`config.mk`:
```
export PLATFORM = sky130hd
export DESIGN_NAME = matrix_multiply_with_scalar_case
export DESIGN_NICKNAME = d
export VERILOG_FILES = /design/src/rtl/mmsc_pkg.sv /design/src/rtl/mmsc_seq.sv /design/src/rtl/mmsc_mac.sv /design/src/rtl/matrix_multiply_with_scalar_case.sv
export SDC_FILE = /design/constraint.sdc
export NUM_CORES = 2
export LEC_CHECK = 0
export CORE_MARGIN = 3
export CORE_UTILIZATION = 65
export DETAILED_ROUTE_END_ITERATION = 10
export DONT_BUFFER_PORTS = 1
export PLACE_DENSITY_LB_ADDON = 0.3
export SLEW_MARGIN = 10
export SYNTH_ARGS = -nofsm -noshare
export SYNTH_HDL_FRONTEND = slang
export SYNTH_HIERARCHICAL = 1
export SYNTH_SLANG_ARGS = --single-unit
```
`constraint.sdc`:
```
create_clock -name i_clk -period 11.4 [get_ports i_clk]
set_clock_uncertainty 0.1 [all_clocks]
set_input_delay 1.14 -clock i_clk [delete_from_list [all_inputs] [get_ports i_clk]]
set_output_delay 1.14 -clock i_clk [all_outputs]
set_load 0.01 [all_outputs]
```
`src/rtl/mmsc_pkg.sv`:
```
package mmsc_pkg;

    localparam int MAX_DIM_DEF     = 8;
    localparam int VALUE_WIDTH_DEF = 16;
    localparam int ACC_W           = 48;

    typedef enum logic [1:0] {
        OP_LOAD_A  = 2'd0,
        OP_LOAD_B  = 2'd1,
        OP_COMPUTE = 2'd2
    } t_opcode;

    typedef enum logic [1:0] {
        CFG_A_ROWS = 2'd0,
        CFG_A_COLS = 2'd1,
        CFG_B_ROWS = 2'd2,
        CFG_B_COLS = 2'd3
    } t_cfg_idx;

    typedef struct packed {
        logic [1:0]         opcode;
        logic [5:0]         elem_index;
        logic signed [15:0] elem_value;
    } t_in_beat;

    typedef struct packed {
        logic signed [ACC_W-1:0] product_value;
        logic [2:0]              out_row;
        logic [2:0]              out_col;
        logic                    last;
        logic                    shape_error;
    } t_out_beat;

    typedef struct packed {
        logic [3:0] a_rows;
        logic [3:0] a_cols;
        logic [3:0] b_rows;
        logic [3:0] b_cols;
    } t_cfg;

    typedef struct packed {
        logic [2:0] row;
        logic [2:0] col;
        logic       first;
        logic       lastk;
        logic       lastres;
        logic       err;
    } t_tag;

endpackage

```
`src/rtl/mmsc_seq.sv`:
```
module mmsc_seq
    import mmsc_pkg::*;
#(
    parameter int MAX_DIM = MAX_DIM_DEF
) (
    input  logic                                 i_clk,
    input  logic                                 i_rst_n,
    input  logic                                 i_start,
    input  logic                                 i_en,
    input  t_cfg                                 i_cfg,
    output logic                                 o_idle,
    output logic                                 o_s0_valid,
    output logic [$clog2(MAX_DIM*MAX_DIM)-1:0]   o_a_addr,
    output logic [$clog2(MAX_DIM*MAX_DIM)-1:0]   o_b_addr,
    output t_tag                                 o_tag
);

    localparam int AW = $clog2(MAX_DIM * MAX_DIM);
    localparam int CW = $clog2(MAX_DIM + 1);
    localparam int DW = $clog2(MAX_DIM);

    typedef enum logic [1:0] {
        ST_IDLE = 2'b01,
        ST_RUN  = 2'b10
    } t_seq_state;

    t_seq_state      r_state, n_state;
    logic [CW-1:0]   r_rows, r_cols, r_inner;
    logic            r_sb, r_sa, r_err;
    logic [DW-1:0]   r_i, r_j, r_k;
    logic [AW-1:0]   r_abase, r_kbc, r_lin;
    logic            r_s0_valid;
    logic [AW-1:0]   r_a_addr, r_b_addr;
    t_tag            r_tag;

    logic [CW-1:0]   ar, ac, br, bc;
    logic            sb, sa;
    logic            k_last, j_last, i_last;
    logic [AW-1:0]   a_addr, b_addr;

    function automatic logic [CW-1:0] f_dim(input logic [3:0] r);
        logic [CW-1:0] d;
        if (r == 4'd0) begin
            d = CW'(1);
        end else if (r > 4'(MAX_DIM)) begin
            d = CW'(MAX_DIM);
        end else begin
            d = CW'(r);
        end
        return d;
    endfunction

    assign ar = f_dim(i_cfg.a_rows);
    assign ac = f_dim(i_cfg.a_cols);
    assign br = f_dim(i_cfg.b_rows);
    assign bc = f_dim(i_cfg.b_cols);
    assign sb = (br == CW'(1)) && (bc == CW'(1));
    assign sa = (ar == CW'(1)) && (ac == CW'(1));

    assign k_last = (CW'(r_k) + CW'(1)) == r_inner;
    assign j_last = (CW'(r_j) + CW'(1)) == r_cols;
    assign i_last = (CW'(r_i) + CW'(1)) == r_rows;

    always_comb begin
        if (r_sb) begin
            a_addr = r_lin;
            b_addr = '0;
        end else if (r_sa) begin
            a_addr = '0;
            b_addr = r_lin;
        end else begin
            a_addr = r_abase + AW'(r_k);
            b_addr = r_kbc + AW'(r_j);
        end
    end

    always_comb begin
        n_state = r_state;
        unique case (r_state)
            ST_IDLE: begin
                if (i_start) begin
                    n_state = ST_RUN;
                end
            end
            ST_RUN: begin
                if (i_en && k_last && j_last && i_last) begin
                    n_state = ST_IDLE;
                end
            end
            default: n_state = ST_IDLE;
        endcase
    end

    always_ff @(posedge i_clk) begin
        if (!i_rst_n) begin
            r_state    <= ST_IDLE;
            r_s0_valid <= 1'b0;
        end else begin
            r_state <= n_state;
            if (i_en) begin
                r_s0_valid <= (r_state == ST_RUN);
            end
        end
    end

    // shape latch and loop counters
    always_ff @(posedge i_clk) begin
        if (r_state == ST_IDLE && i_start) begin
            r_sb    <= sb;
            r_sa    <= sa && !sb;
            r_err   <= !sb && !sa && (ac != br);
            r_i     <= '0;
            r_j     <= '0;
            r_k     <= '0;
            r_abase <= '0;
            r_kbc   <= '0;
            r_lin   <= '0;
            if (sb) begin
                r_rows  <= ar;
                r_cols  <= ac;
                r_inner <= CW'(1);
            end else if (sa) begin
                r_rows  <= br;
                r_cols  <= bc;
                r_inner <= CW'(1);
            end else if (ac != br) begin
                r_rows  <= CW'(1);
                r_cols  <= CW'(1);
                r_inner <= CW'(1);
            end else begin
                r_rows  <= ar;
                r_cols  <= bc;
                r_inner <= ac;
            end
        end else if (r_state == ST_RUN && i_en) begin
            if (!k_last) begin
                r_k   <= r_k + DW'(1);
                r_kbc <= r_kbc + AW'(r_cols);
            end else begin
                r_k   <= '0;
                r_kbc <= '0;
                r_lin <= r_lin + AW'(1);
                if (!j_last) begin
                    r_j <= r_j + DW'(1);
                end else begin
                    r_j     <= '0;
                    r_i     <= r_i + DW'(1);
                    r_abase <= r_abase + AW'(r_inner);
                end
            end
        end
    end

    always_ff @(posedge i_clk) begin
        if (i_en) begin
            r_a_addr      <= a_addr;
            r_b_addr      <= b_addr;
            r_tag.row     <= 3'(r_i);
            r_tag.col     <= 3'(r_j);
            r_tag.first   <= (r_k == '0);
            r_tag.lastk   <= k_last;
            r_tag.lastres <= k_last && j_last && i_last;
            r_tag.err     <= r_err;
        end
    end

    assign o_idle     = (r_state == ST_IDLE);
    assign o_s0_valid = r_s0_valid;
    assign o_a_addr   = r_a_addr;
    assign o_b_addr   = r_b_addr;
    assign o_tag      = r_tag;

endmodule

```
`src/rtl/mmsc_mac.sv`:
```
module mmsc_mac
    import mmsc_pkg::*;
#(
    parameter int VALUE_WIDTH = VALUE_WIDTH_DEF
) (
    input  logic                          i_clk,
    input  logic                          i_rst_n,
    input  logic                          i_en,
    input  logic                          i_valid,
    input  t_tag                          i_tag,
    input  logic signed [VALUE_WIDTH-1:0] i_a,
    input  logic signed [VALUE_WIDTH-1:0] i_b,
    output logic                          o_valid,
    output t_out_beat                     o_beat
);

    localparam int PW = 2 * VALUE_WIDTH;
    localparam int SW = ((PW > ACC_W) ? PW : ACC_W) + 1;

    logic                    r_valid;
    t_tag                    r_tag;
    logic signed [PW-1:0]    r_prod;
    logic signed [ACC_W-1:0] r_acc;

    logic signed [SW-1:0]    sum;
    logic signed [ACC_W-1:0] sat;
    logic                    fits;

    always_ff @(posedge i_clk) begin
        if (!i_rst_n) begin
            r_valid <= 1'b0;
        end else if (i_en) begin
            r_valid <= i_valid;
        end
    end

    always_ff @(posedge i_clk) begin
        if (i_en) begin
            r_tag  <= i_tag;
            r_prod <= i_a * i_b;
        end
    end

    always_comb begin
        sum  = (r_tag.first ? SW'(0) : SW'(r_acc)) + SW'(r_prod);
        fits = (sum[SW-1:ACC_W-1] == '0) || (sum[SW-1:ACC_W-1] == '1);
        if (fits) begin
            sat = sum[ACC_W-1:0];
        end else if (sum[SW-1]) begin
            sat = {1'b1, {(ACC_W-1){1'b0}}};
        end else begin
            sat = {1'b0, {(ACC_W-1){1'b1}}};
        end
    end

    always_ff @(posedge i_clk) begin
        if (!i_rst_n) begin
            r_acc <= '0;
        end else if (i_en && r_valid) begin
            r_acc <= sat;
        end
    end

    assign o_valid              = r_valid && r_tag.lastk;
    assign o_beat.product_value = r_tag.err ? '0 : sat;
    assign o_beat.out_row       = r_tag.row;
    assign o_beat.out_col       = r_tag.col;
    assign o_beat.last          = r_tag.lastres;
    assign o_beat.shape_error   = r_tag.err;

endmodule

```
`src/rtl/matrix_multiply_with_scalar_case.sv`:
```
// Matrix multiply with scalar special cases, Q8.8 in, saturated Q32.16 out.
// Config channel (i_cfg_valid/o_cfg_ready, i_cfg_index, i_cfg_data) sets the
// shapes a_rows, a_cols, b_rows, b_cols; write it only while the block is idle.
// Input channel: a load A or load B beat writes one element of its store;
// a compute beat starts a run, during which o_in_ready stays low.
// A run issues one multiply a cycle on the shared multiply-accumulate unit
// while the output is not stalled, rows * cols * inner multiplies in all,
// where inner is a_cols for a full product and 1 when one operand is 1x1;
// a shape mismatch issues one. The next beat is taken once the sequencer
// is idle again after the last issue. The last multiply of each result passes
// through the address, store read, product and output registers in turn.
// Results leave row-major on o_out_valid/i_out_ready; the last carries last.
// Output register holds a beat while the receiver stalls, and the whole
// issue pipeline freezes with it, so nothing is lost or reordered.
// Reset: shape registers return to 1 and the pipeline empties; the element
// stores are not cleared and must be loaded before they are used.
module matrix_multiply_with_scalar_case
    import mmsc_pkg::*;
#(
    parameter int MAX_DIM     = MAX_DIM_DEF,
    parameter int VALUE_WIDTH = VALUE_WIDTH_DEF
) (
    input  logic       i_clk,
    input  logic       i_rst_n,
    input  logic       i_in_valid,
    output logic       o_in_ready,
    input  t_in_beat   i_in_beat,
    output logic       o_out_valid,
    input  logic       i_out_ready,
    output t_out_beat  o_out_beat,
    input  logic       i_cfg_valid,
    output logic       o_cfg_ready,
    input  logic [1:0] i_cfg_index,
    input  logic [3:0] i_cfg_data
);

    localparam int DEPTH = MAX_DIM * MAX_DIM;
    localparam int AW    = $clog2(DEPTH);

    t_cfg                          r_cfg;
    logic signed [VALUE_WIDTH-1:0] r_a_store [DEPTH];
    logic signed [VALUE_WIDTH-1:0] r_b_store [DEPTH];
    logic signed [VALUE_WIDTH-1:0] r_rda, r_rdb;
    logic                          r_s1_valid;
    t_tag                          r_s1_tag;
    logic                          r_out_valid;
    t_out_beat                     r_out_beat;

    logic                          en;
    logic                          idle;
    logic                          in_acc;
    logic                          start;
    logic                          in_range;
    logic [AW-1:0]                 wr_addr;
    logic signed [VALUE_WIDTH-1:0] wr_value;
    logic                          s0_valid;
    logic [AW-1:0]                 a_addr, b_addr;
    t_tag                          s0_tag;
    logic                          mac_valid;
    t_out_beat                     mac_beat;

    assign en       = !r_out_valid || i_out_ready;
    assign in_acc   = i_in_valid && o_in_ready;
    assign start    = in_acc && (i_in_beat.opcode == OP_COMPUTE);
    assign in_range = {1'b0, i_in_beat.elem_index} < 7'(DEPTH);
    assign wr_addr  = AW'(i_in_beat.elem_index);
    assign wr_value = VALUE_WIDTH'(i_in_beat.elem_value);

    always_ff @(posedge i_clk) begin
        if (!i_rst_n) begin
            r_cfg.a_rows <= 4'd1;
            r_cfg.a_cols <= 4'd1;
            r_cfg.b_rows <= 4'd1;
            r_cfg.b_cols <= 4'd1;
        end else if (i_cfg_valid) begin
            unique case (i_cfg_index)
                CFG_A_ROWS: r_cfg.a_rows <= i_cfg_data;
                CFG_A_COLS: r_cfg.a_cols <= i_cfg_data;
                CFG_B_ROWS: r_cfg.b_rows <= i_cfg_data;
                CFG_B_COLS: r_cfg.b_cols <= i_cfg_data;
                default: ;
            endcase
        end
    end

    // element stores, read into registers from the issued addresses
    always_ff @(posedge i_clk) begin
        if (in_acc && in_range && i_in_beat.opcode == OP_LOAD_A) begin
            r_a_store[wr_addr] <= wr_value;
        end
        if (en) begin
            r_rda <= r_a_store[a_addr];
        end
    end

    always_ff @(posedge i_clk) begin
        if (in_acc && in_range && i_in_beat.opcode == OP_LOAD_B) begin
            r_b_store[wr_addr] <= wr_value;
        end
        if (en) begin
            r_rdb <= r_b_store[b_addr];
        end
    end

    mmsc_seq #(
        .MAX_DIM (MAX_DIM)
    ) u_seq (
        .i_clk      (i_clk),
        .i_rst_n    (i_rst_n),
        .i_start    (start),
        .i_en       (en),
        .i_cfg      (r_cfg),
        .o_idle     (idle),
        .o_s0_valid (s0_valid),
        .o_a_addr   (a_addr),
        .o_b_addr   (b_addr),
        .o_tag      (s0_tag)
    );

    always_ff @(posedge i_clk) begin
        if (!i_rst_n) begin
            r_s1_valid <= 1'b0;
        end else if (en) begin
            r_s1_valid <= s0_valid;
        end
    end

    always_ff @(posedge i_clk) begin
        if (en) begin
            r_s1_tag <= s0_tag;
        end
    end

    mmsc_mac #(
        .VALUE_WIDTH (VALUE_WIDTH)
    ) u_mac (
        .i_clk   (i_clk),
        .i_rst_n (i_rst_n),
        .i_en    (en),
        .i_valid (r_s1_valid),
        .i_tag   (r_s1_tag),
        .i_a     (r_rda),
        .i_b     (r_rdb),
        .o_valid (mac_valid),
        .o_beat  (mac_beat)
    );

    always_ff @(posedge i_clk) begin
        if (!i_rst_n) begin
            r_out_valid <= 1'b0;
        end else if (en) begin
            r_out_valid <= mac_valid;
        end
    end

    always_ff @(posedge i_clk) begin
        if (en && mac_valid) begin
            r_out_beat <= mac_beat;
        end
    end

    assign o_in_ready  = idle && en;
    assign o_cfg_ready = 1'b1;
    assign o_out_valid = r_out_valid;
    assign o_out_beat  = r_out_beat;

endmodule
```
# After elaboration in Yosys (flattened, before gate mapping)
# Memories as Yosys holds them, arrays and structs flattened. A register that Yosys moved wholly into a read port is not among the register bits.
# Index checks and enable logic that the tools add are counted.
[word_totals]
inputBits = 35
mem_count = 2
output_inout_bits = 59
mem_bits_rw = 2048
regBits = 242
[classes]
addsub = 12
n_eq_ne = 18
n_reduce_logical = 41
n_mul = 1
mux = 30
n_lt_le_gt_ge = 4
[memory_table]
columns = ["name", "depth", "word_bits", "read_ports", "rd_clocked_by_memory_dff", "write_ports", "line_no", "text"]
rows = [
  ["r_a_store", 64, 16, 1, 1, 1, "matrix_multiply_with_scalar_case.sv:41", "logic signed [VALUE_WIDTH-1:0] r_a_store [DEPTH];"],
  ["r_b_store", 64, 16, 1, 1, 1, "matrix_multiply_with_scalar_case.sv:42", "logic signed [VALUE_WIDTH-1:0] r_b_store [DEPTH];"],
]
[ops]
columns = ["operator", "n"]
rows = [
  ["$mux W48", 2],
  ["$mux W4", 14],
  ["$add A49 B32 Y49", 1],
  ["$mux W49", 1],
  ["$mul A16 B16 Y32", 1],
  ["$mux W6", 4],
  ["$logic_and A1 B1 Y1", 20],
  ["$eq A4 B1 Y1 const B", 4],
  ["$gt A4 B4 Y1 const B", 4],
  ["$logic_not A4 Y1", 4],
  ["$add A3 B1 Y4 const B", 3],
  ["$add A6 B3 Y6", 2],
  ["$add A6 B4 Y6", 2],
  ["$eq A4 B4 Y1", 3],
  ["$reduce_and A2 Y1", 6],
  ["$eq A2 B2 Y1 const B", 5],
  ["$add A3 B1 Y3 const B", 3],
  ["$add A6 B1 Y6 const B", 1],
  ["$eq A2 B1 Y1 const B", 3],
  ["$logic_not A2 Y1", 3],
  ["$mux W3", 2],
  ["$mux W1", 4],
  ["$mux W2", 2],
  ["$ne A2 B1 Y1 const B", 2],
  ["other kinds (7)", 10],
]

# Logic depth before layout (Yosys ltp)
[depth]
depth_word = 8
ltp_mapped = 23
mapped_depth_nobuf = 22

# Hierarchy
# Netlist, hierarchy kept.
[by_module_without_submodules]
columns = ["module", "cells_each", "n_inst", "area_each_um2", "seq_area_each_um2"]
rows = [
  ["matrix_multiply_with_scalar_case", 3647, 1, 82175.1, 64802.2],
  ["mmsc_mac", 1865, 1, 16462.0, 2242.2],
  ["mmsc_seq", 346, 1, 3584.7, 1711.6],
]

# Worst setup path after synthesis
# OpenSTA, ideal clock, no wires.
[synth_path]
kind = "in2reg"
start = "input i_out_ready"
end = "memory r_a_store[56][0] in the netlist's numbering, enable pin"
setup_time_ns = 0.388
arrival_ns = 6.087
n_path_buf = 0
path_stages = 5
path_slack_ns = 4.824
required_ns = 10.912
path_cell_list = "nand2b_1 -> nand3_1 -> nor4b_1 -> nand3_1 -> nor2_1"
[synth_between]
elab_chain_cells = 6
[synth_lines]
columns = ["item", "line_no", "text"]
rows = [
  ["from (decl)", "matrix_multiply_with_scalar_case.sv:29", "input logic i_out_ready,"],
  ["$logic_or A1 B1 Y1", "matrix_multiply_with_scalar_case.sv:62", "assign en = !r_out_valid || i_out_ready;"],
  ["$logic_and A1 B1 Y1", "matrix_multiply_with_scalar_case.sv:162", "assign o_in_ready = idle && en;"],
  ["$logic_and A1 B1 Y1", "matrix_multiply_with_scalar_case.sv:63", "assign in_acc = i_in_valid && o_in_ready;"],
  ["$logic_and A1 B1 Y1", "matrix_multiply_with_scalar_case.sv:88", "if (in_acc && in_range && i_in_beat.opcode == OP_LOAD_A) begin"],
  ["$mux W1", "matrix_multiply_with_scalar_case.sv:88", ""],
  ["$mux W1 (not written as such)", "matrix_multiply_with_scalar_case.sv:89", "r_a_store[wr_addr] <= wr_value;"],
  ["to (decl)", "matrix_multiply_with_scalar_case.sv:41", ""],
]
# Every way passes these cells.

# Final worst setup path
[layout_path]
start = "register r_rdb[4], read port of r_b_store"
end = "register u_mac.r_prod[31], data pin"
[layout_between]
elab_chain_cells = 1
[layout_lines]
columns = ["item", "line_no", "text"]
rows = [
  ["from (decl)", "matrix_multiply_with_scalar_case.sv:43", "logic signed [VALUE_WIDTH-1:0] r_rda, r_rdb;"],
  ["$mul A16 B16 Y32", "mmsc_mac.sv:40", "r_prod <= i_a * i_b;"],
  ["to (signal assigned)", "mmsc_mac.sv:40", ""],
  ["to (decl)", "mmsc_mac.sv:22", "logic signed [PW-1:0] r_prod;"],
]
# Every way passes these cells.
# A chain may end at the register's enable or synchronous reset.

==> results.json <==
{
  "crit_required_ns": 11.83,
  "grt_max_degree": 132,
  "p_leak_nw": 37.2,
  "slew_headroom": 0.156,
  "std_cell_rows": 144,
  "crit_path_top_delay_cell": "edfxtp_1",
  "wl_per_cell_um": 29.9,
  "final_cell_mix": "2225 x edfxtp_1, 498 x mux4_2, 327 x inv_1",
  "postCtsSetupBuffers": 0,
  "ctsResizeCount": 0,
  "endpoint_kind": "register",
  "synth_top_area_share": 0.654,
  "tightest_slew_ns": 1.26,
  "antenna_found_initial": 9,
  "finalPower_mw": 21.8,
  "timing.rr.end": "u_mac/r_prod[31]",
  "timing.rr.start": "r_rdb[4]",
  "routed_via_density": 6.79,
  "synth_edf_count": 2225,
  "netlist.top_cell.by_area": "edfxtp_1",
  "cp_max_fo": 16,
  "slowest_delay_ns": 0.65,
  "synthCells": 5858,
  "vias": 55500,
  "detail-route-antenna-nets": 0,
  "ir_drop_uv": 422,
  "endpoint": "u_mac/r_prod[31]",
  "grt_pass1_vias": 56300,
  "cts.clk_slew.worst_paths_ns": 0.06,
  "async_flop_share": 0,
  "crit_top_cell": "fa_1",
  "finalHoldViolations": 0,
  "yosysWarnings": 6,
  "fp.dieW_um": 403,
  "grt-ovfl-total": 0,
  "final_net_count": 6407,
  "die-area_mm2": 0.162,
  "syn_avg_cell_area_um2": 17.4,
  "mostFrequentLayoutCell": "edfxtp_1",
  "tritoncts": "built",
  "hold_path_class": "reg -> reg",
  "outcome": "finished clean",
  "htree_num_levels": 4,
  "rrSetupSlack_ns": 4.61,
  "rsz0062_at_grt": "false",
  "ys_seq_elements": 2322,
  "path_class": "reg -> reg",
  "synth_ff_type": "edfxtp_1",
  "startpoint": "r_rdb[4]",
  "critPathLaunchType": "register",
  "drcViolationCount": 0,
  "first_pass_iters": 6,
  "cts.path.max_buffers": 3,
  "grt_pass1_wl_um": 368000,
  "routabilityCongestion": 0.898,
  "synth.area.top_cells": "edfxtp_1 65%, mux4_2 11%, fa_1 5.2%",
  "power_density_mw_per_mm2": 196,
  "area_delta_synth_final_pct": 9.10,
  "maxCapViolations": 0,
  "track_usage": 0.307,
  "fp.coreArea_mm2": 0.155,
  "cts_hold_buf": 0,
  "finalSetupTns_ns": 0,
  "crit_path_cell_trace": "and2_1 -> fa_1 -> inv_1 -> fa_1 -> fa_1 -> inv_1 -> fa_1 -> fa_1 -> inv_1 -> fa_1 -> inv_1 -> ha_1 -> a21o_1 -> a21o_1 -> a21oi_1 -> o221ai_1 -> a21oi_1 -> a21oi_1 -> a221o_1 -> a21oi_1 -> xnor2_1",
  "crit_arrival_ns": 7.23,
  "worstSkewPairLatency_ns": 0.86,
  "cts_root_buf": "clkbuf_16",
  "routed_wl_um": 244000,
  "synth_nets": 6309,
  "finalCriticalPeriod_ns": 6.79,
  "initialDrtViolationCount": 7293,
  "synth_cell_type_count": 99,
  "setup_violations": 0,
  "period_share": 0.596,
  "rr_worst_depth": 21,
  "die_y_um": 403,
  "io_buffers": 0,
  "pin_count": 94,
  "cts_buffers": 214,
  "finalMaxSlewViolations": 0,
  "drive_above_1_share": 0.174,
  "cts_sinks": 2322,
  "dp_hpwl_um": 141000,
  "ys_seq_area_frac": 0.673,
  "initial_utilization": 0.659,
  "fmaxAchievable_mhz": 147,
  "syn_area_mm2": 0.102
}
## report_power, final
part / internal (mW) / total [mW] / switching, mW / leakage [nW]
Clock: 3.95 / 7.09 / 3.14 / 3.37
Sequential: 9.66 / 9.73 / 0.0716 / 21.0
Combinational: 2.16 / 5.01 / 2.85 / 12.8
## routing by layer
layer / vias to the layer above / part of all wire / GRT usage
met2: 3535 / 0.49 / 0.491
met4: 6 / 0.046 / 0.124
li1: 22800 / - / -
met3: 614 / 0.10 / 0.0603
met1: 28500 / 0.37 / 0.426
met5: - / 0.00014 / 0
## per-stage QoR
stage	area, um2	setup WS, ns	util	std cells	hold WS (ns)
2_1_floorplan	102000	4.82	-	5858	0.300
3_3_place_gp	105000	4.70	0.674	7784	0.301
3_5_place_dp	105000	4.65	0.674	7784	0.305
4_1_cts	112000	4.62	0.719	8175	0.233
5_1_grt	112000	4.23	0.719	8175	0.245
6_report	112000	4.61	0.719	8178	0.264
## logic make-up (layout without fill, tap and decap cells)
logic type | after synthesis | after routing | synth area share
flip-flops | 2322 | 2322 | 0.673
XOR/XNOR | 99 | 99 | 0.00870
adder cells (fa/ha/maj) | 416 | 416 | 0.0705
AO/OA/AOI/OAI | 737 | 737 | 0.0477
other | 1 | 4 | 0.0000367
buffers and inverters | 618 | 891 | 0.0277
AND/OR/NAND/NOR | 1023 | 1023 | 0.0486
multiplexers | 642 | 642 | 0.124
## cell usage after synthesis, drive strengths merged (7+ instances only)
cell and count:
nor3 39, or3 13, and3 24, a21oi 207
a311oi 7, and4 8, xor2 33, ha 149
and2 140, fa 267, nand3b 8, xnor2 65
nor2b 93, o21a 11, nand2b 32, o22ai 67
nand3 60, dfxtp 97, o31ai 7, nand2 280
a31oi 16, edfxtp 2225, inv 329, a21boi 8
o211ai 11, mux2i 117, a211o 9, a22oi 49
mux4 498, o221ai 13, nor2 289, o2111ai 12
a211oi 64, a21o 47, buf 159, mux2 27
a22o 16, nand4 14, clkbuf 127, o21ai 140
## layout make-up
class                   instances  area (um2)
diodes                          3        7.51
clock buffers                 252        5530
clock inverters               139        1400
fillers                      8829       43600
inverters                     332        1250
multi-input cells            2918       30700
flip-flops and latches       2322       68800
well taps                    2044        2560
repair buffers                168        1350
## critical path: cells and delay by family (launching register included)
family	cells	cell delay (ns)
flops	1	0.65
xor+xnor	1	0.09
compound gates	8	1.90
simple gates	1	0.30
buf+inv	4	0.20
fa+ha+maj	7	3.30
## how the worst min path moves through the flow
stage | startpoint | cells after the start | end
after floorplan | u_seq/o_tag[0] | 0 | r_s1_tag[0]
after detailed placement | u_seq/o_tag[5] | 0 | r_s1_tag[5]
after global placement | u_seq/o_tag[3] | 0 | r_s1_tag[3]
after CTS | i_rst_n | 1 | r_cfg[12]
final | u_mac/o_beat[1] | 0 | o_out_beat[1]
after global routing | i_in_beat[14] | 0 | r_b_store[40][14]
## registers in the layout (all words and copies together), names as in the netlist, 4 cells and up
signal / flops
u_seq/r_cols: 4
u_mac/r_prod: 32
u_seq/r_inner: 4
u_seq/r_rows: 4
u_seq/o_tag: 10
u_seq/r_kbc: 6
u_seq/r_lin: 6
r_rda: 16
u_mac/o_beat: 8
u_seq/o_a_addr: 6
o_out_beat: 56
r_a_store: 1024
r_cfg: 16
r_s1_tag: 10
u_seq/r_abase: 6
r_rdb: 16
u_seq/o_b_addr: 6
r_b_store: 1024
u_mac/r_acc: 48
Power figures use the tool's default switching activity.
